==> src/rtl/core/hrbo_pkg.sv <==
// Shared types and constants for the histogram rebinning core.
// No dependencies; imported by every module in rtl/core except hrbo_ram.
`default_nettype none

package hrbo_pkg;

    localparam int MAX_SRC_BINS = 64;
    localparam int MAX_TGT_BINS = 64;

    localparam int SRC_AW    = $clog2(MAX_SRC_BINS);
    localparam int TGT_AW    = $clog2(MAX_TGT_BINS);
    localparam int CNT_W     = 7;
    localparam int EDGE_W    = 32;
    localparam int VAL_W     = 32;
    localparam int OUT_W     = 40;
    localparam int IDX_W     = 6;
    localparam int CFG_IDX_W = 3;
    localparam int CFG_W     = 32;
    localparam int IN_DATA_W = 32;
    localparam int OUT_DATA_W = 48;

    // scaled-edge arithmetic
    localparam int SPAN_W  = EDGE_W + 1;
    localparam int SCALE_W = 2 * CNT_W;
    localparam int POS_W   = 48;
    localparam int DIV_W   = 40;
    localparam int Q_W     = 17;
    localparam int DIV_STEPS = Q_W;
    localparam int DCNT_W  = $clog2(DIV_STEPS);
    localparam int PROD_W  = VAL_W + Q_W;
    localparam int ACC_W   = 58;
    localparam int FRAC_W  = 16;

    localparam logic [CNT_W-1:0]  RST_SRC_COUNT = 7'd64;
    localparam logic [EDGE_W-1:0] RST_SRC_LOW   = 32'd0;
    localparam logic [EDGE_W-1:0] RST_SRC_HIGH  = 32'd4194304;
    localparam logic [CNT_W-1:0]  RST_TGT_COUNT = 7'd64;
    localparam logic [EDGE_W-1:0] RST_TGT_LOW   = 32'd0;
    localparam logic [EDGE_W-1:0] RST_TGT_HIGH  = 32'd4194304;

    typedef enum logic [CFG_IDX_W-1:0] {
        REG_SRC_COUNT = 3'd0,
        REG_SRC_LOW   = 3'd1,
        REG_SRC_HIGH  = 3'd2,
        REG_TGT_COUNT = 3'd3,
        REG_TGT_LOW   = 3'd4,
        REG_TGT_HIGH  = 3'd5
    } cfg_reg_t;

    typedef enum logic [3:0] {
        ST_LOAD,
        ST_SETUP1,
        ST_SETUP2,
        ST_SETUP3,
        ST_ROW,
        ST_PAIR,
        ST_DIV,
        ST_MUL,
        ST_ACC,
        ST_ADV,
        ST_EMIT,
        ST_ERR
    } state_t;

    typedef struct packed {
        logic in_ready;
        logic setup_scale;
        logic setup_base;
        logic setup_th;
        logic row_init;
        logic div_start;
        logic div_step;
        logic mul;
        logic acc_add;
        logic advance;
        logic emit_norm;
        logic emit_err;
        logic tgt_next;
        logic set_done;
    } ctrl_cmd_t;

    typedef struct packed {
        logic last_beat;
        logic range_err;
        logic overlap;
        logic last_src;
        logic last_tgt;
        logic div_done;
        logic out_free;
    } dp_status_t;

endpackage

`default_nettype wire

==> src/rtl/core/hrbo_ctrl.sv <==
// Sequencer for load, setup, pairwise overlap loop and result emission.
// Depends on hrbo_pkg.
`default_nettype none

module hrbo_ctrl (
    input  wire logic               clk,
    input  wire logic               rst_n,
    input  wire hrbo_pkg::dp_status_t status,
    output hrbo_pkg::ctrl_cmd_t     cmd
);
    import hrbo_pkg::*;

    state_t state_reg;
    state_t state_next;

    always_ff @(posedge clk or negedge rst_n)
    begin
        if (!rst_n)
        begin
            state_reg <= ST_LOAD;
        end
        else
        begin
            state_reg <= state_next;
        end
    end

    always_comb
    begin
        state_next = state_reg;
        case (state_reg)
            ST_LOAD:   if (status.last_beat) state_next = ST_SETUP1;
            ST_SETUP1: state_next = status.range_err ? ST_ERR : ST_SETUP2;
            ST_SETUP2: state_next = ST_SETUP3;
            ST_SETUP3: state_next = ST_ROW;
            ST_ROW:    state_next = ST_PAIR;
            ST_PAIR:   state_next = status.overlap ? ST_DIV : ST_ADV;
            ST_DIV:    if (status.div_done) state_next = ST_MUL;
            ST_MUL:    state_next = ST_ACC;
            ST_ACC:    state_next = status.last_src ? ST_EMIT : ST_PAIR;
            ST_ADV:    state_next = status.last_src ? ST_EMIT : ST_PAIR;
            ST_EMIT:
            begin
                if (status.out_free)
                begin
                    state_next = status.last_tgt ? ST_LOAD : ST_ROW;
                end
            end
            ST_ERR:    if (status.out_free) state_next = ST_LOAD;
            default:   state_next = ST_LOAD;
        endcase
    end

    always_comb
    begin
        cmd = '0;
        case (state_reg)
            ST_LOAD:   cmd.in_ready    = 1'b1;
            ST_SETUP1: cmd.setup_scale = 1'b1;
            ST_SETUP2: cmd.setup_base  = 1'b1;
            ST_SETUP3: cmd.setup_th    = 1'b1;
            ST_ROW:    cmd.row_init    = 1'b1;
            ST_PAIR:   cmd.div_start   = status.overlap;
            ST_DIV:    cmd.div_step    = 1'b1;
            ST_MUL:    cmd.mul         = 1'b1;
            ST_ACC:
            begin
                cmd.acc_add = 1'b1;
                cmd.advance = 1'b1;
            end
            ST_ADV:    cmd.advance     = 1'b1;
            ST_EMIT:
            begin
                if (status.out_free)
                begin
                    cmd.emit_norm = 1'b1;
                    cmd.set_done  = status.last_tgt;
                    cmd.tgt_next  = !status.last_tgt;
                end
            end
            ST_ERR:
            begin
                if (status.out_free)
                begin
                    cmd.emit_err = 1'b1;
                    cmd.set_done = 1'b1;
                end
            end
            default:   cmd = '0;
        endcase
    end

endmodule

`default_nettype wire

==> config.mk <==
export PLATFORM = sky130hd
export DESIGN_NAME = hrbo_ctrl
export DESIGN_NICKNAME = d
export VERILOG_FILES = /design/src/rtl/core/hrbo_pkg.sv /design/src/rtl/core/hrbo_ctrl.sv
export SDC_FILE = /design/constraint.sdc
export NUM_CORES = 1
export LEC_CHECK = 0
export BUFFER_PORTS_ARGS = -buffer_cell sky130_fd_sc_hd__buf_2
export CAP_MARGIN = 15
export CORE_AREA = 2 2 39 41
export DETAILED_ROUTE_END_ITERATION = 16
export DIE_AREA = 0 0 41 43
export SYNTH_ARGS = -nofsm -noshare
export SYNTH_HDL_FRONTEND = slang
export SYNTH_SLANG_ARGS = --single-unit
export TNS_END_PERCENT = 100
==> constraint.sdc <==
create_clock -name clk -period 1.5 [get_ports clk]
set_clock_uncertainty 0.05 [all_clocks]
set_input_delay 0.3 -clock clk [delete_from_list [all_inputs] [get_ports clk]]
set_output_delay 0.3 -clock clk [all_outputs]
set_load 0.01 [all_outputs]
# ---- Word-level counts from Yosys, hierarchy flattened
# Cells that the tools add are included.
# W data, S select, Z words.
dict set report totals {
  latchBits 0
  out_inout_bits 14
  reg_bits 4
  ramBits 0
  romBits 0
  memories 0
}
dict set report classes {
  multipliers 0
  eq_ne 15
  magnitude_cmp 0
  add_sub_neg 0
  n_bitwise 0
  n_shift 0
  div 0
  reduce_logical 4
  n_mux 25
}
# cell count
set ops {}
lappend ops {{$pmux W4 S11} 1}
lappend ops {{$mux W4} 7}
lappend ops {{$eq A4 B3 Y1 const B} 4}
lappend ops {{$eq A4 B4 Y1 const B} 4}
lappend ops {{$mux W1} 14}
lappend ops {{$eq A4 B2 Y1 const B} 2}
lappend ops {{$ne A2 B2 Y1 const B} 4}
lappend ops {{$eq A4 B1 Y1 const B} 1}
lappend ops {{$logic_not A4 Y1} 1}
lappend ops {{$reduce_and A4 Y1} 1}
lappend ops {{$mux W3} 1}
lappend ops {{$mux W2} 1}
lappend ops {{$pmux W1 S2} 1}
lappend ops {{$reduce_or A2 Y1} 1}
lappend ops {{$logic_not A1 Y1} 1}

# ---- Depth between registers and ports, before layout
# Gate-level depths: netlist (run 1).
dict set report logic_depth {
  word_depth 3
  ltp_mapped 5
}

# ---- Least setup slack after synthesis (run 1)
# No wires, ideal clock.
dict set report synth_timing {
  kind {flip-flop to flip-flop}
  start {register state_reg[1]}
  end {register state_reg[0]}
  path_buffers 0
  required_time_ps 1319
  synth_period_minus_slack_ps 1444
  path_slack_ps 56
  stages_incl_launch_ff 5
  setup_ps 131
  arrival_ps 1263
  path_cell_list {dfrtp_1 -> nor4_1 -> nand2b_1 -> o211ai_2 -> o32ai_1}
}
dict set report synth_via {
  elab_chain_cells 3
  elab_cells_between_ends 19
}
# element line_no
set synth_rtl {}
lappend synth_rtl {{from (decl)} hrbo_ctrl.sv:13} ;# state_t state_reg;
lappend synth_rtl {{from (signal assigned)} hrbo_ctrl.sv:24} ;# state_reg <= state_next;
lappend synth_rtl {{$eq A4 B4 Y1 (tied with other cells)} hrbo_ctrl.sv:31} ;# case (state_reg)
lappend synth_rtl {{$reduce_or A2 Y1 (no source line) or $ne A2 B2 Y1 (tied branches)} -}
lappend synth_rtl {{$pmux W4 S11 or $reduce_and A4 Y1 (tied branches)} -}
# Parallel ways exist; a longest one is shown, timed or not.
# A chain may end at the register's enable or synchronous reset.

==> reports/qor.yml, run 1 <==
run_status:
  status: "complete, but fails checks"
  violations: "setup timing"
hold_path:
  hp-class: "in2reg"
routing:
  post_drt_wl_per_cell_um: 14.2
  ant_nets: 0
  vias: 605
  drc: 0
  first_pass_iters: 4
  via_per_inst: 5.45
  drt-total-wl_um: 1570
  dr.first_iter.drc_count: 14
clocking:
  clk_pin_slew_ns: 0.04
  clk_path_buf_depth: 2
  cts_tree: "done"
  clock_sinks: 4
  cts-htree-levels: 1
  clk_latency_ns: 0.23
  numCtsBuffers: 3
  clockRootBuffer: "clkbuf_4"
synth:
  syn_area_per_cell_um2: 8.08
  syn_area_um2: 444
  yosysSeqAreaShare: 0.225
  synth_nets: 64
  synth_top_area_frac: 0.225
  yosysTopAreaCell: "dfrtp_1"
  synth_cell_types: 30
  ys_ff_latch: 4
  yosysWarnings: 0
  netlist_instances: 55
  synth.top_cells.by_area: "dfrtp_1 23%, nand2b_1 7.0%, nor3_1 6.8%"
floorplan:
  die-area_um2: 1760
  die_x_um: 41
  initial_core_util: 0.321
  num_io_pins: 23
  core_um2: 1380
  die_h_um: 43
  row_count: 14
sta:
  drv_slew: 0
  rsz0062_at_grt: "yes"
  fmax_ghz: 0.596
  setup_viol_count_final: 15
  period_minus_slack_ns: 1.68
  fin_tns_setup_ns: -1.46
  finalCritPeriodShare: 1.12
  fin_ws_ns: -0.177
  hold_viol_final: 0
  tightest_slew_ns: 0.316
  relSlewSlack: 0.788
critical_path:
  cp-start-kind: "register"
  cp_cell_sequence: "or2b_4 > nor3_4 > buf_2"
  crit_fanout: 8
  critPathArrivalTime_ns: 1.33
  critPathSlowestCell: "dfrtp_2"
  crit_family: "simple AND/OR/NAND/NOR gates"
  required_ns: 1.15
  slowest_delay_ns: 0.46
  cp-end-kind: "primary output"
  path_class: "reg2out"
  critPathBufInv: 1
finish:
  layout-drive-gt1-share: 0.716
  final_cell_mix: "21 x buf_2, 16 x buf_4, 5 x nor3_2"
  syn_to_final_growth_pct: 82.5
  largest_reg_flops: 4
  fin_area_um2: 811
  diodes: 0
  mostFrequentLayoutCell: "buf_2"
  fin_nets: 106
global_route:
  grt_max_degree: 9
  grt_pass1_vias: 517
  grt_overflow: 0
  antenna_found_initial: 0
  track_usage: 0.184
  grt_pass1_wl_um: 2240
power:
  vdd_drop_max_v: 0.000883
  p_per_area_nw_per_um2: 1950
  power_leakage_nw: 0.390
job:
  drv_cap: 0
placed_design:
  io_buffers: 22
  hpwl_um: 1030
  placed_area_um2: 603
  place_ws_ns: -0.0467
  gp_congestion: 0.874
power breakdown:
| group | internal [W] | switching [W] |
|---|---|---|
| logic | 0.000597 | 0.000572 |
| clock network | 0.0000895 | 0.0000443 |
| registers | 0.000168 | 0.000110 |
timing repair:
action,in CTS,in global routing
gates resized for setup,14,14
endpoints found under the setup margin,16,16
hold buffers,1,0
setup buffers,8,3
pin swaps,3,1
endpoints found under the hold margin,4,0
final timing paths:
kind | endpoint | cells past startpoint | slack [ns] | from
min in group asynchronous | state_reg[0] | 2 | 0.35 | rst_n
max | cmd[8] | 3 | -0.18 | state_reg[3]
min reg2reg | state_reg[2] | 2 | 0.67 | state_reg[1]
max reg2reg | state_reg[2] | 5 | -0.09 | state_reg[3]
max in group asynchronous | state_reg[3] | 2 | 0.92 | rst_n
min | state_reg[2] | 2 | 0.24 | status[1]
worst register-to-register path, stage by stage (launching register included):
cell	delay [ns]
dfrtp_2	0.46
or2b_4	0.27
buf_4	0.12
o32ai_2	0.08
a311oi_1	0.34
o32ai_1	0.15
per-layer routing:
metal / vias to the layer above / global-route usage / share of wire
li1: 291 / - / -
met1: 281 / 0.247 / 0.42
met2: 33 / 0.288 / 0.50
met3: 0 / 0.0314 / 0.081
met4: 0 / 0.0600 / 0
met5: - / 0 / 0
layout make-up:
class	instances	area, µm²
multi-input cells	44	383
repair buffers	41	269
clock buffers	3	22.5
well taps	16	20.0
flip-flops and latches	4	105
fillers	131	573
inverters	3	11.3
synth_stat cells:
cell type and n:
nor2_1 7, nor3_1 6, nand2b_1 5, dfrtp_1 4, a21oi_1 2, buf_4 2, inv_1 2, nand2_1 2
nor3b_1 2, o221ai_1 2, o32ai_1 2, a211oi_1 1, a21o_1 1, a221o_1 1, a311oi_1 1, a31o_1 1
a32oi_1 1, buf_2 1, buf_6 1, inv_2 1, nor3_4 1, nor4_1 1, nor4b_1 1, o211ai_2 1
o21ai_0 1, o21ai_1 1, o32ai_2 1, or2_2 1, or2b_1 1, or2b_4 1
cells by family after synthesis:
kind of cell	share of synthesized area
AOI/OAI and AO/OA	0.304
buffers and inverters	0.0958
and+or+nand+nor	0.375
DFF	0.225
metrics by stage:
step,hold WS (ns),utilization,std cells,power (W)
2_1_floorplan,-0.0456,-,55,0.000802
3_3_place_gp,0.0594,0.436,97,0.00108
3_5_place_dp,0.0589,0.436,97,0.00108
4_1_cts,0.233,0.534,109,0.00143
5_1_grt,0.239,0.586,111,0.00167
6_report,0.236,0.586,111,0.00158
(Power assumes the default switching activity.)
==> inputs of run 2 (changes only) <==
Settings changed: ABC_AREA from default to 1, RECOVER_POWER from default to 100.
==> run 2 against run 1 <==
  * The flow still finishes with violations (setup timing)
  * Register-to-register slack improved by 0.21 ns
  * Combinational power fell by 14%
  * Wire length shrank 18%
  * Via count is 3.6% lower
  * Final area down 4.8%
  * Critical path depth rose by 2
  * Cell count rose by 19%
  * Sequential power decreased by 1%
  * Clock power rose by 4%
  * Synthesized cell count up 40%
  * Power decreased by 10%
  * Worst hold slack gained 0.053 ns
  * Largest power group unchanged
==> reports/qor.yml, run 2 <==
run_status:
  status: "complete, but fails checks"  # unchanged
  violations: "setup timing"  # unchanged
placed_design:
  gp_congestion: 0.742  # was 0.874
  io_buffers: 22  # unchanged
  place_ws_ns: 0.0865  # was -0.0467 ns
  hpwl_um: 953  # was 1030 µm
  placed_area_um2: 584  # was 603 µm²
clocking:
  cts_tree: "done"  # unchanged
  numCtsBuffers: 3  # unchanged
  clk_latency_ns: 0.24  # was 0.23 ns
  cts-htree-levels: 1  # unchanged
  clockRootBuffer: "clkbuf_4"  # unchanged
  clk_pin_slew_ns: 0.03  # was 0.04 ns
  clock_sinks: 4  # unchanged
  clk_path_buf_depth: 2  # unchanged
sta:
  tightest_slew_ns: 0.234  # was 0.316 ns
  setup_viol_count_final: 11  # was 15
  relSlewSlack: 0.843  # was 0.788
  fmax_ghz: 0.624  # was 0.596 GHz
  rsz0062_at_grt: "yes"  # unchanged
  period_minus_slack_ns: 1.60  # was 1.68 ns
  finalCritPeriodShare: 1.07  # was 1.12
  hold_viol_final: 0  # unchanged
  fin_ws_ns: -0.104  # was -0.177 ns
  drv_slew: 0  # unchanged
job:
  drv_cap: 0  # unchanged
critical_path:
  crit_family: "flip-flops"  # was simple AND/OR/NAND/NOR gates
  crit_fanout: 6  # was 8
  required_ns: 1.15  # about the same
  reg2reg_slack_ns: 0.12  # was -0.09 ns
  cp-start-kind: "register"  # unchanged
  path_class: "reg2out"  # unchanged
  slowest_delay_ns: 0.40  # was 0.46 ns
  critPathArrivalTime_ns: 1.25  # was 1.33 ns
  cp-end-kind: "primary output"  # unchanged
  critPathBufInv: 2  # was 1
  ff2ff_path_depth: 10  # was 5
  critPathSlowestCell: "dfrtp_1"  # was dfrtp_2
  cp_cell_sequence: "inv_2 > nor2_4 > nand2_2 > a211oi_2 > buf_2"  # was or2b_4 > nor3_4 > buf_2
  r2r-start: "state_reg[3]"  # unchanged
  r2r-end: "state_reg[1]"  # was state_reg[2]
finish:
  fillers: 144  # was 131
  diodes: 0  # unchanged
  layout-drive-gt1-share: 0.603  # was 0.716
  final_cell_mix: "18 x buf_2, 16 x nand2_1, 13 x buf_4"  # was 21 x buf_2, 16 x buf_4, 5 x nor3_2
  fin_nets: 127  # was 106
  fin_area_um2: 772  # was 811 µm²
  mostFrequentLayoutCell: "buf_2"  # unchanged
  largest_reg_flops: 4  # unchanged
  syn_to_final_growth_pct: 72.8  # was 82.5%
global_route:
  grt_pass1_wl_um: 2100  # was 2240 µm
  grt_max_degree: 8  # was 9
  grt_pass1_vias: 531  # was 517
  antenna_found_initial: 0  # unchanged
  grt_overflow: 0  # unchanged
  track_usage: 0.169  # was 0.184
hold_path:
  hp-class: "in2reg"  # unchanged
  holdPathEnd: "state_reg[3]"  # was state_reg[2]
  hold_path.startpoint: "status[3]"  # was status[1]
  hold_depth: 3  # was 2
synth:
  yosys_most_used_dff: "dfrtp_1"  # unchanged
  synth_xor_area_frac: 0  # unchanged
  synth_cell_types: 14  # was 30
  yosysWarnings: 0  # unchanged
  synth-edff-count: 0  # unchanged
  synth_nets: 86  # was 64
  syn_area_um2: 447  # was 444 µm²
  yosysSeqAreaShare: 0.224  # was 0.225
  synth_most_common_cell: "nand2_1"  # was nor2_1
  synth_compound_area_frac: 0.0504  # was 0.304
  synth.top_cells.by_area: "dfrtp_1 22%, nand2_1 18%, nor2_4 10%"  # was dfrtp_1 23%, nand2b_1 7.0%, nor3_1 6.8%
  synthAdderAreaFrac: 0  # unchanged
  syn_area_per_cell_um2: 5.80  # was 8.08 µm²
  muxShareOfSynthArea: 0  # unchanged
  synth_top_area_frac: 0.224  # was 0.225
  ys_ff_latch: 4  # unchanged
  netlist_instances: 77  # was 55
  synthTopCellsByCount: "21 x nand2_1, 11 x inv_1, 8 x nor2_1"  # was 7 x nor2_1, 6 x nor3_1, 5 x nand2b_1
  synth_top_family_by_area: "simple AND/OR/NAND/NOR gates"  # unchanged
  async_reset_ff_frac: 1.00  # unchanged
  yosysTopAreaCell: "dfrtp_1"  # unchanged
  yosys.area_share.simple: 0.574  # was 0.375
floorplan:
  die_x_um: 41  # unchanged
  row_count: 14  # unchanged
  die-area_um2: 1760  # unchanged
  die_h_um: 43  # unchanged
  core_um2: 1380  # unchanged
  initial_core_util: 0.323  # was 0.321
  num_io_pins: 23  # unchanged
power:
  p_seq_frac: 0.193  # was 0.176
  power_switching_w: 0.000706  # was 0.000726 W
  p_int_w: 0.000714  # was 0.000855 W
  combPwrFrac: 0.709  # was 0.739
  switching_share: 0.497  # was 0.459
  p_per_area_nw_per_um2: 1840  # was 1950 nW/µm²
  clkPwrFrac: 0.098  # was 0.085
  vdd_drop_max_v: 0.00129  # was 0.000883 V
  power_leakage_nw: 0.477  # was 0.390 nW
routing:
  ant_nets: 0  # unchanged
  vias: 583  # was 605
  post_drt_wl_per_cell_um: 9.73  # was 14.2 µm
  first_pass_iters: 4  # unchanged
  via_per_inst: 4.42  # was 5.45
  drc: 0  # unchanged
  dr.first_iter.drc_count: 10  # was 14
  drt-total-wl_um: 1290  # was 1570 µm
==> run 2: cell types whose count changed after synthesis, moves of 2 or more <==
cell,delta
nand2b_1,-5
nor2_2,+4
nand2_2,+4
inv_2,+6
buf_4,-2
o32ai_1,-2
nand2_1,+19
nor3b_1,-2
o221ai_1,-2
nor2_4,+4
inv_1,+9
nor3_1,-4
nand3_1,+7
==> run 2: how the worst max path moves through the flow <==
stage | from | end | slack, ns | cells past startpoint
after floorplan | state_reg[3] | cmd[0] | 0.16 | 4
final | state_reg[3] | cmd[0] | -0.10 | 5
after CTS | state_reg[3] | cmd[0] | -0.12 | 5
after global routing | state_reg[3] | cmd[0] | -0.21 | 5
after detailed placement | state_reg[3] | cmd[0] | 0.09 | 5
after global placement | state_reg[3] | cmd[0] | 0.08 | 5
==> run 2: per-layer routing <==
layer / GRT usage / wire [µm]
met1: 0.230 / 545
met2: 0.266 / 628
met3: 0.0628 / 110
met4: 0 / 0
met5: 0 / 0
==> run 2: power by group through the flow <==
stage | sequential [W] | combinational, W | clock, W
CTS | 0.000260 | 0.000908 | 0.000137
detailed placement | 0.000239 | 0.000733 | 0
global route | 0.000282 | 0.00113 | 0.000151
global placement | 0.000238 | 0.000729 | 0
finish | 0.000274 | 0.00101 | 0.000139
floorplan | 0.000231 | 0.000524 | 0
==> run 2: tightest hold or removal path: cells and delay by family <==
family | cells | cell delay, ns
buf+inv | 1 | 0.10
compound gates | 1 | 0.06
simple gates | 1 | 0.07
==> run 2: metrics by stage <==
stage | hold slack (ns) | setup TNS [ns] | instances | utilization | total power, W
after global placement | 0.0579 | 0 | 116 | 0.422 | 0.000967
after detailed placement | 0.0581 | 0 | 116 | 0.422 | 0.000972
after global routing | 0.305 | -1.70 | 132 | 0.558 | 0.00156
final | 0.289 | -0.581 | 132 | 0.558 | 0.00142
after floorplan | -0.0456 | 0 | 77 | - | 0.000754
after CTS | 0.291 | -0.761 | 126 | 0.518 | 0.00131
==> run 2: logic make-up (layout without fill, tap and decap cells) <==
kind of cell	Yosys count	after routing
flip-flops	4	4
AO/OA/AOI/OAI	4	4
buffers and inverters	18	57
AND/OR/NAND/NOR	51	51
==> run 2: layout make-up <==
type | instances | area [µm²] | share of cell area
Clock buffer | 3 | 22.5 | 0.0292
Inverter | 18 | 70.1 | 0.0908
Multi-Input combinational cell | 55 | 322 | 0.417
Sequential cell | 4 | 103 | 0.133
Tap cell | 16 | 20.0 | 0.0259
Timing Repair Buffer | 36 | 235 | 0.305
==> run 2: what timing repair did <==
item	4_1_cts	5_1_grt
resized for setup	14	8
buffers inserted	6	6
hold buffers	1	0
setup endpoints to repair	13	14
pin swaps	5	5
hold endpoints to repair	4	0
==> inputs of run 3 (changes only) <==
Settings changed: BUFFER_PORTS_ARGS -buffer_cell sky130_fd_sc_hd__buf_2 to -buffer_cell sky130_fd_sc_hd__buf_4, CTS_BUF_LIST from default to sky130_fd_sc_hd__clkbuf_8.
==> run 3 against run 2 <==
  * The run still ends with setup timing left
  * Sequential cell count unchanged
  * Core utilization rose by 6.2 points
  * Setup slack lost 0.0095 ns
  * Critical path type unchanged
==> reports/qor.yml, run 3 (synthesis results as in run 2) <==
run_status:
  status: "complete, but fails checks"  # unchanged
  violations: "setup timing"  # unchanged
clocking:
  numCtsBuffers: 3  # unchanged
  clockRootBuffer: "clkbuf_8"  # was clkbuf_4
  clk_latency_ns: 0.22  # was 0.24 ns
  clk_path_buf_depth: 2  # unchanged
  clk_pin_slew_ns: 0.03  # about the same
  clock_sinks: 4  # unchanged
  cts-htree-levels: 1  # unchanged
  cts_tree: "done"  # unchanged
power:
  power_leakage_nw: 0.487  # was 0.477 nW
  finalPower_w: 0.00159  # was 0.00142 W
  p_per_area_nw_per_um2: 1850  # was 1840 nW/µm²
  vdd_drop_max_v: 0.00101  # was 0.00129 V
routing:
  vias: 596  # was 583
  drt-total-wl_um: 1380  # was 1290 µm
  via_per_inst: 4.55  # was 4.42
  first_pass_iters: 3  # was 4
  post_drt_wl_per_cell_um: 10.5  # was 9.73 µm
  drc: 0  # unchanged
  dr.first_iter.drc_count: 4  # was 10
  ant_nets: 0  # unchanged
floorplan:
  die_x_um: 41  # unchanged
  num_io_pins: 23  # unchanged
  initial_core_util: 0.323  # unchanged
  die-area_um2: 1760  # unchanged
  die_h_um: 43  # unchanged
  core_um2: 1380  # unchanged
  row_count: 14  # unchanged
sta:
  fmax_ghz: 0.620  # was 0.624 GHz
  period_minus_slack_ns: 1.61  # was 1.60 ns
  relSlewSlack: 0.831  # was 0.843
  fin_ws_ns: -0.113  # was -0.104 ns
  finalCritPeriodShare: 1.08  # was 1.07
  drv_slew: 0  # unchanged
  rsz0062_at_grt: "yes"  # unchanged
  setup_viol_count_final: 9  # was 11
  hold_viol_final: 0  # unchanged
  fin_tns_setup_ns: -0.606  # was -0.581 ns
  tightest_slew_ns: 0.251  # was 0.234 ns
placed_design:
  io_buffers: 22  # unchanged
  gp_congestion: 0.767  # was 0.742
  placed_cells: 116  # unchanged
  hpwl_um: 954  # was 953 µm
  place_ws_ns: 0.0788  # was 0.0865 ns
critical_path:
  cp-start-kind: "register"  # unchanged
  slowest_delay_ns: 0.41  # was 0.40 ns
  cp-end-kind: "primary output"  # unchanged
  path_class: "reg2out"  # unchanged
  critPathBufInv: 2  # unchanged
  crit_fanout: 4  # was 6
  crit_family: "flip-flops"  # unchanged
  critPathArrivalTime_ns: 1.26  # was 1.25 ns
  required_ns: 1.15  # about the same
  cp_cell_sequence: "inv_2 > nor2_4 > nand2_2 > a211oi_2 > buf_4"  # was inv_2 > nor2_4 > nand2_2 > a211oi_2 > buf_2
  critPathSlowestCell: "dfrtp_2"  # was dfrtp_1
global_route:
  grt_pass1_wl_um: 2050  # was 2100 µm
  grt_max_degree: 8  # unchanged
  antenna_found_initial: 0  # unchanged
  track_usage: 0.171  # was 0.169
  grt_overflow: 0  # unchanged
  grt_pass1_vias: 517  # was 531
finish:
  fin_cells: 131  # was 132
  final_cell_mix: "27 x buf_4, 17 x nand2_1, 10 x inv_1"  # was 18 x buf_2, 16 x nand2_1, 13 x buf_4
  largest_reg_flops: 4  # unchanged
  layout-drive-gt1-share: 0.600  # was 0.603
  diodes: 0  # unchanged
  fillers: 128  # was 144
  fin_nets: 126  # was 127
  mostFrequentLayoutCell: "buf_4"  # was buf_2
  register_area_um2: 105  # was 103 µm²
  syn_to_final_growth_pct: 92.2  # was 72.8%
  multi_input_area_um2: 333  # was 322 µm²
hold_path:
  hp-class: "in2reg"  # unchanged
job:
  drv_cap: 0  # unchanged
run 3: changes by cell type in the layout (fill, tap and decap cells not counted), moves of 3 or more:
cell,delta
clkbuf_4,-3
nor2_2,-3
buf_4,+14
inv_2,-3
buf_6,+3
clkbuf_8,+3
buf_2,-18
run 3: per-stage QoR:
step	instance area, µm²	utilization	hold slack, ns
after global placement	639	0.462	0.0489
after CTS	781	0.564	0.282
after detailed placement	639	0.462	0.0472
after global routing	858	0.620	0.299
after floorplan	447	-	-0.0456
final	858	0.620	0.286
run 3: worst paths after layout:
kind,start,slack [ns],endpoint,cells after the start
setup / recovery,state_reg[3],-0.11,cmd[0],5
hold / removal,status[3],0.29,state_reg[3],3
setup reg to reg,state_reg[3],0.07,state_reg[1],9
hold reg to reg,state_reg[3],0.68,state_reg[3],3
max in group asynchronous,rst_n,0.82,state_reg[0],2
min in group asynchronous,rst_n,0.38,state_reg[3],2
run 3: layer usage:
| metal | wire [µm] | share of wire | track usage |
|---|---|---|---|
| met2 | 754 | 0.55 | 0.300 |
| met1 | 536 | 0.39 | 0.190 |
| met4 | 24 | 0.017 | 0.0800 |
| met3 | 66 | 0.048 | 0.0157 |
| met5 | 0 | 0 | 0 |
run 3: worst reg2reg max path: stages (launching register included):
cell and delay, ns:
dfrtp_2 0.41, inv_2 0.07, buf_4 0.13, buf_6 0.11
buf_4 0.12, buf_4 0.12, a21oi_1 0.11, nand3_1 0.09
nand2_1 0.07, nand2_1 0.05
run 3: timing repair:
item | in CTS | in global routing
gates cloned | 0 | 0
resized for setup | 6 | 21
hold buffers | 1 | 0
pin swaps | 2 | 6
endpoints found under the hold margin | 4 | 0
buffers inserted | 9 | 2
setup endpoints to repair | 12 | 14
run 3: where the power goes:
part / switching [W] / total (W) / internal, W
registers: 0.000105 / 0.000274 / 0.000168
logic: 0.000578 / 0.00109 / 0.000508
clock network: 0.0000572 / 0.000228 / 0.000171
run 3: area by class of cell:
| type | count | area share |
|---|---|---|
| timing repair buffer | 35 | 0.331 |
| clock buffer | 3 | 0.0481 |
| sequential | 4 | 0.122 |
| tap | 16 | 0.0233 |
| inverter | 18 | 0.0875 |
| multi-input combinational | 55 | 0.388 |
